<file path="src/rtl/kmlc_ram.sv">
// ----------------------------------------------------------------------------
// kmlc_ram
// Generic simple dual-port RAM, one write port, one registered read port.
// ----------------------------------------------------------------------------
module kmlc_ram #(
    parameter int WIDTH = 16,
    parameter int DEPTH = 256
) (
    input  logic                     aclk,
    input  logic                     we,
    input  logic [$clog2(DEPTH)-1:0] waddr,
    input  logic [WIDTH-1:0]         wdata,
    input  logic [$clog2(DEPTH)-1:0] raddr,
    output logic [WIDTH-1:0]         rdata
);

    logic [WIDTH-1:0] mem [DEPTH];

    always_ff @(posedge aclk) begin
        if (we) begin
            mem[waddr] <= wdata;
        end
        rdata <= mem[raddr];
    end

endmodule

</file>
<file path="config.mk">
export PLATFORM = sky130hd
export DESIGN_NAME = kmlc_ram
export DESIGN_NICKNAME = d
export VERILOG_FILES = /design/src/rtl/kmlc_ram.sv
export SDC_FILE = /design/constraint.sdc
export NUM_CORES = 2
export LEC_CHECK = 0
export ABC_AREA = 0
export BUFFER_PORTS_ARGS = -buffer_cell sky130_fd_sc_hd__buf_4
export CAP_MARGIN = 25
export CORE_MARGIN = 2
export CORE_UTILIZATION = 30
export CTS_CLUSTER_DIAMETER = 30
export DETAILED_ROUTE_END_ITERATION = 8
export SYNTH_ARGS = -nofsm -noshare
export SYNTH_HDL_FRONTEND = slang
export SYNTH_SLANG_ARGS = --single-unit
</file>
<file path="constraint.sdc">
create_clock -name aclk -period 3 [get_ports aclk]
set_clock_uncertainty 0.2 [all_clocks]
set_input_delay 0.3 -clock aclk [delete_from_list [all_inputs] [get_ports aclk]]
set_output_delay 0.3 -clock aclk [all_outputs]
set_load 0.02 [all_outputs]
</file>
Word level (Yosys, flattened, before mapping)
Memories as Yosys holds them, arrays and structs flattened. A register that Yosys moved wholly into a read port is not among the register bits.
Index checks and enable logic that the tools add are counted.

storage, ports and cells
  flip-flop bits (word level) = 0
  bits in writable memories = 4,096
  bits of input ports = 34
  output and inout port bits = 16
  word-level logic and storage cells = 3
  memories kept = 1

memories
  memory  depth  bits a word  read ports  clocked after memory_dff  wr ports  line  source
  mem     256    16           1           1                         1         17    logic [WIDTH-1:0] mem [DEPTH];

cells by class
  muxes and demuxes = 2

operator list
  operator  count
  $mux W1   2

Longest topological paths before layout
  word-level depth = 2
  mapped depth = 12
  mapped depth without buffers = 6

Least setup slack after synthesis
No wires, ideal clock.

  path kind = input port to flip-flop
  from = input port waddr[3]
  to = memory mem[235][0] (enable)
  setup time = 0.388 ns
  arrival = 2.077 ns
  required time = 2.412 ns
  slack = 0.335 ns
  cell stages on the path = 6
  path buffers = 3
  cell sequence = clkbuf_1 nor2b_1 clkbuf_1 nand4_1 clkbuf_1 nor2_1

RTL lines
  what                line  source
  start: declaration  11    input logic [$clog2(DEPTH)-1:0] waddr,
  end: declaration    17

No word-level cell before the write port.

==> key figures <==
Power and ir drop
  – Pwr/cell area: 779 nW/µm²
  – Max IR drop VDD: 0.573 mV
  – P_leak: 0.0667 µW

Critical path
  – CP bufs+invs: 2
  – Flop2flop setup slack: 0.11 ns
  – Slowest CP cell: mux4_2
  – Setup crit end kind: flip-flop
  – CP most frequent cell: buf_4
  – Critical Path Fanout Max: 1
  – Crit path max-delay family: multiplexers
  – Worst Setup Path Type: reg -> reg
  – CP peak stage delay: 0.46 ns
  – Startpoint Class: flip-flop
  – Arrival @ worst endpoint: 3.60 ns
  – Critical path, cell by cell: mux4_2 > mux2_2 > a22oi_1 > buf_4 > nand2_1 > o32ai_1 > buf_4 > nor4_1
  – CP required: 3.70 ns

Floorplan
  – Die Y: 731 µm
  – Core footprint: 528,000 µm²
  – # rows: 267
  – Full die area: 535,000 µm²
  – Effective utilization at floorplan: 30.1%
  – IO Pins: 50
  – Die X: 731 µm

Cells and area
  – Ratio of cells with drive above 1 in the final layout: 35.2%
  – Area Growth Syn to Fin: 27.5%
  – Most common cell after layout, fill and taps aside: edfxtp_1
  – Final nets: 8,854
  – Most frequent cells in the layout: edfxtp_1, buf_4, mux4_2
  – Post-route cell area: 202,000 µm²

Min path
  – Worst hold-check path type: in -> reg

Detailed routing
  – Final WL: 455 mm
  – Residual DRC: 0
  – Via count: 84,500
  – DRT Pass-1 Iters: 7
  – ANT nets after route: 0
  – Via/cell ratio: 5.13
  – First DRT Iteration DRCs: 11,000
  – Routed len/inst: 27.6 µm

Clocking
  – Reg clk slew, reported paths: 0.05 ns
  – TritonCTS clock tree: yes
  – H-tree levels: 6
  – Clock buffer count from CTS: 758
  – Number of clock sinks: 4,112
  – Clk buf depth: 4
  – Post-CTS setup buffers: 0
  – Root Driver: clkbuf_16
  – Clk_lat worst skew: 1.09 ns

Global routing
  – Overall Global Routing Usage: 16.6%
  – Global-route wire length before repair: 640 mm
  – Vias in the first global route: 86,100
  – Largest net degree at the start of global routing: 125
  – Initial antenna violation count: 40
  – Total gr overflow: 0

Placement
  – Number of buffers added on ports: 49
  – Post-DP HPWL: 284 mm
  – Worst slack at placement: -1.18 ns
  – Area of placed instances: 175,000 µm²
  – GP Congestion: 0.872

Timing
  – Unrepaired setup endpoints after global routing: no
  – Post-route setup slack: 0.105 ns
  – Min cycle time layout: 2.89 ns
  – Max Clock Freq: 0.345 GHz
  – Slew Limit Fails: 0
  – Slew @ Worst Pin: 1.13 ns
  – Slew margin rel.: 24.2%
  – Setup violators final: 0
  – Period Utilization, post-route: 96.5%
  – Final Hold Vio Count: 0

Synthesis
  – Post-Synth Adder-Cell Area: 0%
  – Cell taking the most area after synthesis: edfxtp_1
  – Mapped Area: 159,000 µm²
  – Yosys top cell area share: 77.5%
  – Synth async-reset ratio: 0%
  – Post-synth top flop: edfxtp_1
  – Synth Instances: 7,360
  – Synth Area per Inst: 21.6 µm²
  – Synth Area in Simple Gates: 1.57%
  – Synth Register Bits: 4,112
  – Cell variety after synth: 52
  – Synth Warn #: 0
  – EDFF count, synth: 4,096
  – Post-synthesis sequential area ratio: 77.7%
  – Largest cells by area after synthesis: edfxtp_1, mux4_2, mux2i_1
  – XOR/XNOR Fraction of Synth Area: 0%
  – Syn Nets: 7,394
  – Largest family of logic cells by synthesized area: multiplexers
  – Synth Area in Compound Gates: 3.54%
  – Mux share of post-synthesis cell area: 15.5%

Status
  – Status: finished clean

Flow run
  – Max cap viols: 0
-- where the power goes --
part	switching (µW)	internal [µW]	total, µW
clock network	30000	57000	87000
registers	105	63500	63600
logic	4350	2700	7050
total	34500	123000	158000
-- sequential cells by signal (all words and copies together), names as in the netlist --
signal,flops
mem,4096
rdata,16
-- worst reg2reg max path, cell delays in order, from the launching register on --
cell and delay (ns):
edfxtp_1 0.38, mux4_2 0.46, mux2_2 0.31, a22oi_1 0.28, buf_4 0.16, nand2_1 0.23
o32ai_1 0.41, buf_4 0.23, nor4_1 0.09
-- metal layers --
metal / global-route usage [%] / vias to the layer above / wire length, µm
met4: 6.05 / 12 / 16300
met2: 26.9 / 4249 / 217000
met5: 0 / - / 75
li1: - / 34600 / -
met3: 3.56 / 751 / 42100
met1: 21.9 / 44900 / 179000
-- synthesized netlist by cell type, drive strengths merged, types with 21 or more instances --
| master | number |
|---|---|
| buf | 222 |
| a221oi | 28 |
| o32ai | 21 |
| clkbuf | 230 |
| nand3 | 35 |
| mux2 | 88 |
| a22oi | 43 |
| o21ai | 38 |
| o22ai | 148 |
| nand2 | 38 |
| o221ai | 253 |
| mux2i | 565 |
| nor3 | 92 |
| a22o | 32 |
| nor2 | 304 |
| mux4 | 797 |
| a21oi | 175 |
| nand4 | 26 |
| edfxtp | 4096 |
-- path summary, 6_finish.rpt --
path         cells past startpoint               endpoint                   start
min reg2reg                      6      rdata[10]$_DFF_P_  mem[200][10]$_DFFE_PP_
min                              2  mem[251][6]$_DFFE_PP_                wdata[6]
max reg2reg                      8       rdata[6]$_DFF_P_    mem[10][6]$_DFFE_PP_
max                              8       rdata[6]$_DFF_P_    mem[10][6]$_DFFE_PP_
-- per-stage QoR --
stage / setup TNS, ns / hold slack, ns / std cells / util, % / total power (µW)
finish: 0 / 0.0684 / 16500 / 38.3 / 158000
global route: 0 / 0.0502 / 16500 / 38.3 / 162000
CTS: 0 / 0.000718 / 16500 / 38.3 / 158000
detailed placement: -10.20 / 0.375 / 15000 / 33.2 / 71600
global placement: -10.12 / 0.373 / 15000 / 33.2 / 71500
floorplan: 0 / 0.199 / 7360 / - / 67800
-- logic make-up after synthesis --
family,Yosys count
buffers and inverters,456
DFF,4112
muxes,1450
and+or+nand+nor,556
AOI/OAI and AO/OA,786
-- layout make-up --
type | count | area, µm²
Inverter | 4 | 27.5
Clock inverter | 587 | 7230
Multi-Input combinational cell | 2792 | 32900
Antenna cell | 12 | 30.0
Tap cell | 6994 | 8750
Fill cell | 46700 | 325000
Clock buffer | 837 | 19400
Timing Repair Buffer | 1152 | 10800
Sequential cell | 4112 | 123000
-- what timing repair did --
action / CTS / global route
hold buffers: 32 / 0
endpoints found under the setup margin: 3 / 0
resized for setup: 3 / 0
hold endpoints to repair: 4675 / 0
Note: power is estimated with default switching activity, not from simulation.
