## src/rtl/kmlc_pkg.sv

```systemverilog
// ----------------------------------------------------------------------------
// kmlc_pkg
// Shared types and constants of the k-means clusterer.
// ----------------------------------------------------------------------------
package kmlc_pkg;

    localparam int MAX_POINTS   = 1024;
    localparam int MAX_DIMS     = 16;
    localparam int MAX_CLUSTERS = 16;
    localparam int COORD_BITS   = 16;

    localparam int PT_BITS   = $clog2(MAX_POINTS);
    localparam int DIM_BITS  = $clog2(MAX_DIMS);
    localparam int CL_BITS   = $clog2(MAX_CLUSTERS);
    localparam int CNT_BITS  = PT_BITS + 1;
    localparam int SUM_BITS  = COORD_BITS + PT_BITS;
    localparam int SQ_BITS   = 2 * (COORD_BITS + 1);
    localparam int DIST_BITS = SQ_BITS + DIM_BITS;

    localparam logic [2:0] OP_LOAD_POINT    = 3'd0;
    localparam logic [2:0] OP_LOAD_CENTROID = 3'd1;
    localparam logic [2:0] OP_RUN           = 3'd2;
    localparam logic [2:0] OP_READ_LABEL    = 3'd3;
    localparam logic [2:0] OP_READ_CENTROID = 3'd4;

    localparam logic [1:0] KIND_RUN_DONE  = 2'd0;
    localparam logic [1:0] KIND_LABEL     = 2'd1;
    localparam logic [1:0] KIND_CENTROID  = 2'd2;

    localparam logic [2:0] REG_NUM_POINTS   = 3'd0;
    localparam logic [2:0] REG_NUM_DIMS     = 3'd1;
    localparam logic [2:0] REG_NUM_CLUSTERS = 3'd2;
    localparam logic [2:0] REG_MAX_ITER     = 3'd3;
    localparam logic [2:0] REG_INIT_MODE    = 3'd4;

    typedef struct packed {
        logic                       start;
        logic signed [SUM_BITS-1:0] dividend;
        logic [CNT_BITS-1:0]        divisor;
    } div_req_t;

    typedef struct packed {
        logic                       done;
        logic signed [SUM_BITS-1:0] quotient;
    } div_rsp_t;

endpackage

```

## src/rtl/kmlc_div.sv

```systemverilog
// ----------------------------------------------------------------------------
// kmlc_div
// Radix-2 restoring divider: signed sum by unsigned count, truncated to zero.
// ----------------------------------------------------------------------------
module kmlc_div
    import kmlc_pkg::*;
(
    input  logic     aclk,
    input  logic     aresetn,
    input  div_req_t req,
    output div_rsp_t rsp
);

    localparam int STEP_BITS = $clog2(SUM_BITS + 1);

    logic [SUM_BITS-1:0]  q_reg, q_next;
    logic [CNT_BITS-1:0]  r_reg, r_next;
    logic [CNT_BITS-1:0]  d_reg, d_next;
    logic [STEP_BITS-1:0] step_reg, step_next;
    logic                 busy_reg, busy_next;
    logic                 neg_reg, neg_next;
    logic                 done_reg, done_next;
    logic [CNT_BITS:0]    shifted;

    always_comb begin
        q_next    = q_reg;
        r_next    = r_reg;
        d_next    = d_reg;
        step_next = step_reg;
        busy_next = busy_reg;
        neg_next  = neg_reg;
        done_next = 1'b0;
        shifted   = {r_reg, q_reg[SUM_BITS-1]};
        if (req.start) begin
            neg_next  = req.dividend[SUM_BITS-1];
            q_next    = req.dividend[SUM_BITS-1] ? SUM_BITS'(-req.dividend)
                                                 : SUM_BITS'(req.dividend);
            r_next    = '0;
            d_next    = req.divisor;
            step_next = STEP_BITS'(SUM_BITS);
            busy_next = 1'b1;
        end else if (busy_reg) begin
            // shift in one dividend bit, subtract when it fits
            if (shifted >= {1'b0, d_reg}) begin
                r_next = CNT_BITS'(shifted - {1'b0, d_reg});
                q_next = {q_reg[SUM_BITS-2:0], 1'b1};
            end else begin
                r_next = shifted[CNT_BITS-1:0];
                q_next = {q_reg[SUM_BITS-2:0], 1'b0};
            end
            step_next = step_reg - 1'b1;
            if (step_reg == STEP_BITS'(1)) begin
                busy_next = 1'b0;
                done_next = 1'b1;
            end
        end
    end

    always_ff @(posedge aclk) begin
        if (!aresetn) begin
            busy_reg <= 1'b0;
            done_reg <= 1'b0;
        end else begin
            busy_reg <= busy_next;
            done_reg <= done_next;
        end
        q_reg    <= q_next;
        r_reg    <= r_next;
        d_reg    <= d_next;
        step_reg <= step_next;
        neg_reg  <= neg_next;
    end

    assign rsp.done     = done_reg;
    assign rsp.quotient = neg_reg ? -$signed(q_reg) : $signed(q_reg);

endmodule

```

## config.mk

```make
export PLATFORM = sky130hd
export DESIGN_NAME = kmlc_div
export DESIGN_NICKNAME = d
export VERILOG_FILES = /design/src/rtl/kmlc_pkg.sv /design/src/rtl/kmlc_div.sv
export SDC_FILE = /design/constraint.sdc
export NUM_CORES = 1
export LEC_CHECK = 0
export BUFFER_PORTS_ARGS = -buffer_cell sky130_fd_sc_hd__buf_4
export CORE_MARGIN = 2
export CORE_UTILIZATION = 50
export DETAILED_ROUTE_END_ITERATION = 10
export PLACE_DENSITY = 0.73
export SLEW_MARGIN = 30
export SYNTH_ARGS = -nofsm -noshare
export SYNTH_HDL_FRONTEND = slang
export SYNTH_SLANG_ARGS = --single-unit
export TNS_END_PERCENT = 20
```

## constraint.sdc

```tcl
create_clock -name aclk -period 4 [get_ports aclk]
set_input_delay 1 -clock aclk [delete_from_list [all_inputs] [get_ports aclk]]
set_output_delay 1 -clock aclk [all_outputs]
set_load 0.1 [all_outputs]
```

[After elaboration in Yosys (flattened, before gate mapping)]
Cells that the tools add are included.
Word-level totals
  register bits: 56
  bits in latches: 0
  bits in writable memories: 0
  ROM bits: 0
  input bits: 40
  output and inout port bits: 27
  memories: 0
Operators by class
  $add $sub $neg: 4
  multipliers: 0
  divide/modulo/power cells: 0
  order comparisons: 1
  eq/ne operators: 1
  shift operators: 0
  multiplexer cells: 10
  bitwise operators: 2
  reduce and logical (&&, ||, !) cells: 2
Operators with widths (count)
  $mux 26: 4
  $neg 26->26: 2
  $ge 12x11->1: 1
  $mux 11: 1
  $sub 11x11->11: 1
  $eq 5x1->1 const B: 1
  $mux 1: 5
  $sub 5x1->5 const B: 1
  $reduce_or 3->1: 1
  $not 1->1: 2
  $reduce_bool 2->1: 1

[Depth between registers and ports, before layout]
  depth in word-level cells: 4
  depth in mapped cells: 10
  depth with buffers taken out: 9

[Least setup slack after synthesis]
Ideal clock, no wire load.
  kind: register to output
  start: register q_reg[8]
  end: output port rsp[20] (netlist name)
  arrival: 2883 ps
  data required time: 3000 ps
  slack: 117 ps
  stages on the path, launching flop included: 7
  path buffers: 0
  cells stage by stage: edfxtp_1 -> or3_1 -> or3_4 -> or3_4 -> or3_4 -> o31ai_2 -> xnor2_1
RTL lines
  start: declaration: line kmlc_div.sv:16  | logic [SUM_BITS-1:0] q_reg, q_next;
  start signal: assignment: line kmlc_div.sv:67  | q_reg <= q_next;
  end: declaration: line kmlc_div.sv:11  | output div_rsp_t rsp

==> key figures <==
Outcome
  • Status: complete, no violations

Timing
  • Max-slew violations: 0
  • Max-Slew Margin vs Limit: 43.75%
  • Worst Hold Slack: 508.8 ps
  • Final TNS setup: 0 ps
  • Worst Skew: 9.707 ps
  • Peak Freq: 257.2 MHz
  • Min Tclk post-route: 3889 ps
  • Final setup fails: 0
  • Hold Vio Cnt, Final: 0
  • Post-route clock period utilization: 97.22%
  • Worst setup margin: 111.3 ps
  • Worst slew pin tran: 843.7 ps

Placed design
  • IO buf count: 66
  • DP HPWL: 6140 um
  • Placer congestion estimate: 0.8405
  • Dpl ws: 438.5 ps

Final layout
  • Area used by multi-input combinational logic: 2136 um2
  • Total area of sequential cells: 1501 um2
  • N_diodes: 0
  • Nets: 531
  • Share of cells above drive strength 1: 18.28%
  • Most frequent cells in the layout: buf_4 (65), nor2_1 (45), edfxtp_1 (38)
  • Area growth, synth to finish: 17.09%
  • Leading cell type in the layout, fill and taps excluded: buf_4
  • Fillers: 633
  • Largest register FFs: 26

Clock tree
  • Latest clock arrival within the worst-skew pair: 320 ps
  • Clock Tree Root: clkbuf_8
  • H-Tree Depth: 2
  • CTS sink count: 56
  • Clock tree buffer depth: 2
  • CTS clk-pin slew, worst paths: 100 ps
  • CTS tree: built
  • Cts bufs inserted: 5
  • Hold_buf cts: 0

Drt
  • WL/cell: 14.25 um
  • Via density: 5.419
  • Pre-antenna DRT Iters: 4
  • Via count: 3116
  • Routed WL: 8195 um
  • DRC viols: 0
  • Post-route ant nets: 0
  • Iteration-0 DRC Markers: 172

Synthesis
  • Primary FF master, synth: edfxtp_1
  • Synth top area cells: edfxtp_1 (30%), dfxtp_1 (9.5%), xnor2_1 (7.1%), xor2_1 (5.5%), ha_1 (4.9%)
  • Synth Cell Area: 3806 um2
  • Synth Register Bits: 56
  • Largest family of logic cells by synthesized area: simple AND/OR/NAND/NOR gates
  • Post-synth ARST share: 0%
  • Adder-cell share of the synthesized area: 5.457%
  • Area share of the largest cell type after synthesis: 29.98%
  • Syn Inst Count: 419
  • Synthesized Nets: 475
  • Mapped Avg Cell Area: 9.084 um2
  • Yosys top cell by area: edfxtp_1
  • Seq/Total Area, Yosys: 39.45%
  • Compound-Gate Fraction of Synth Area: 17.82%
  • Post-synth EDFFs: 38
  • Post-synthesis cell type count: 50
  • Post-synthesis xor/xnor area fraction: 12.66%
  • Post-synthesis simple-gate area fraction: 18.57%
  • Mux cell area share after synthesis: 1.611%
  • Synth Warn #: 0

Power
  • Sw frac: 44.23%
  • Internal Power: 1.027 mW
  • Seq pwr share: 40.2%
  • Power density cells: 413.4 nW/um2
  • Psw: 814.7 uW
  • Worst IR Drop VDD: 188.1 uV
  • Leak: 1.756 nW
  • Clock share of power: 17.4%
  • Logic pwr share: 42.4%

Setup path
  • Crit Path Max Fanout: 4
  • CP required: 3000 ps
  • Setup slack, reg-to-reg: 1080 ps
  • Critical path launch point type: flop
  • Crit Path Class: flop to primary output
  • Worst R2R End: r_reg[9]
  • Worst flop-to-flop path startpoint: q_reg[25]
  • Data arrival, critical path: 2890 ps
  • Critical Path End Type: primary output
  • Depth of the most critical reg-to-reg path: 9
  • Crit path launch: q_reg[8]

Floorplanning
  • I/O pins: 67
  • Initial Util: 51.92%
  • Die footprint: 8327 um2
  • Die width: 91.25 um
  • Die height: 91.25 um
  • Core box area: 7331 um2
  • Std cell rows: 31

GRT
  • GR Overflow Total: 0
  • Largest net degree at the start of global routing: 78
  • Total GRT Usage: 20.11%
  • Initial antenna violation count: 0
  • First-pass GRT wire length: 13680 um
  • Number of global-route vias before repair: 2923

Min path
  • Hold path cells: 2
  • Worst hold start: r_reg[4]
  • Hold crit path type: flop to flop
  • WHS Endpoint: r_reg[4]

Job
  • Max Cap Viol: 0
power groups by stage:
| stage | clock, mW | combinational (mW) | sequential [mW] |
|---|---|---|---|
| floorplan | 0 | 0.625 | 0.729 |
| global placement | 0 | 0.770 | 0.751 |
| detailed placement | 0 | 0.780 | 0.753 |
| CTS | 0.328 | 0.781 | 0.740 |
| global route | 0.352 | 0.829 | 0.750 |
| finish | 0.320 | 0.782 | 0.741 |
metal layers:
metal	GRT usage [%]	part of all wire, %	up-vias
li1	-	-	1612
met1	26.58	46	1422
met2	34.26	48	74
met3	3.568	4.3	8
met4	4.924	1.1	0
met5	0	0	-
synthesized netlist by cell type (all sizes together), types with 2 or more instances:
cell type	count
nor4	3
mux2i	5
nand2b	5
nor3	6
o21a	4
nand3	9
or2	2
o31ai	20
o41ai	4
a311oi	2
ha	15
o211a	2
inv	25
nor2	45
nand2	31
edfxtp	38
a21o	2
xor2	24
buf	4
clkbuf	14
xnor2	31
nor2b	4
nand3b	8
nor4b	2
dfxtp	18
or3	18
o31a	2
a21oi	31
nand4	2
o21ai	28
or4	2
worst max-delay path: stages, from the launching register on:
cell and delay (ps):
edfxtp_1 450, or3_1 410, or3_4 350, or3_4 350, or3_4 350, o31ai_2 220, xnor2_1 180, buf_6 260
timing repair:
action / CTS / global route
gates resized for setup: 0 / 2
setup endpoints to repair: 0 / 2
setup buffers: 0 / 0
stage by stage:
stage | power, mW | cell area (um2) | instances | util (%)
after floorplan | 1.354 | 3806 | 419 | -
after global placement | 1.521 | 4358 | 567 | 59.45
after detailed placement | 1.533 | 4358 | 567 | 59.45
after CTS | 1.849 | 4449 | 575 | 60.69
after global routing | 1.931 | 4457 | 575 | 60.80
final | 1.842 | 4457 | 575 | 60.80
worst max-delay path by stage:
| stage | cells past startpoint | to |
|---|---|---|
| after global placement | 7 | rsp[20] |
| final | 7 | rsp[20] |
| after CTS | 7 | rsp[20] |
| after global routing | 7 | rsp[20] |
| after floorplan | 6 | rsp[20] |
| after detailed placement | 7 | rsp[20] |
cells by family after synthesis:
group,after synthesis
AOI/OAI and AO/OA,104
muxes,6
DFF,56
buffers and inverters,43
adders and majority gates,16
and+or+nand+nor,139
xor gates and xnor gates,55
final cells by class:
| cell class | instances | area share (%) |
|---|---|---|
| sequential | 56 | 33.69 |
| timing repair buffer | 67 | 11.45 |
| tap | 99 | 2.779 |
| multi-input combinational | 320 | 47.92 |
| clock inverter | 3 | 0.5053 |
| clock buffer | 5 | 1.544 |
| inverter | 25 | 2.106 |
(Power assumes the default switching activity.)
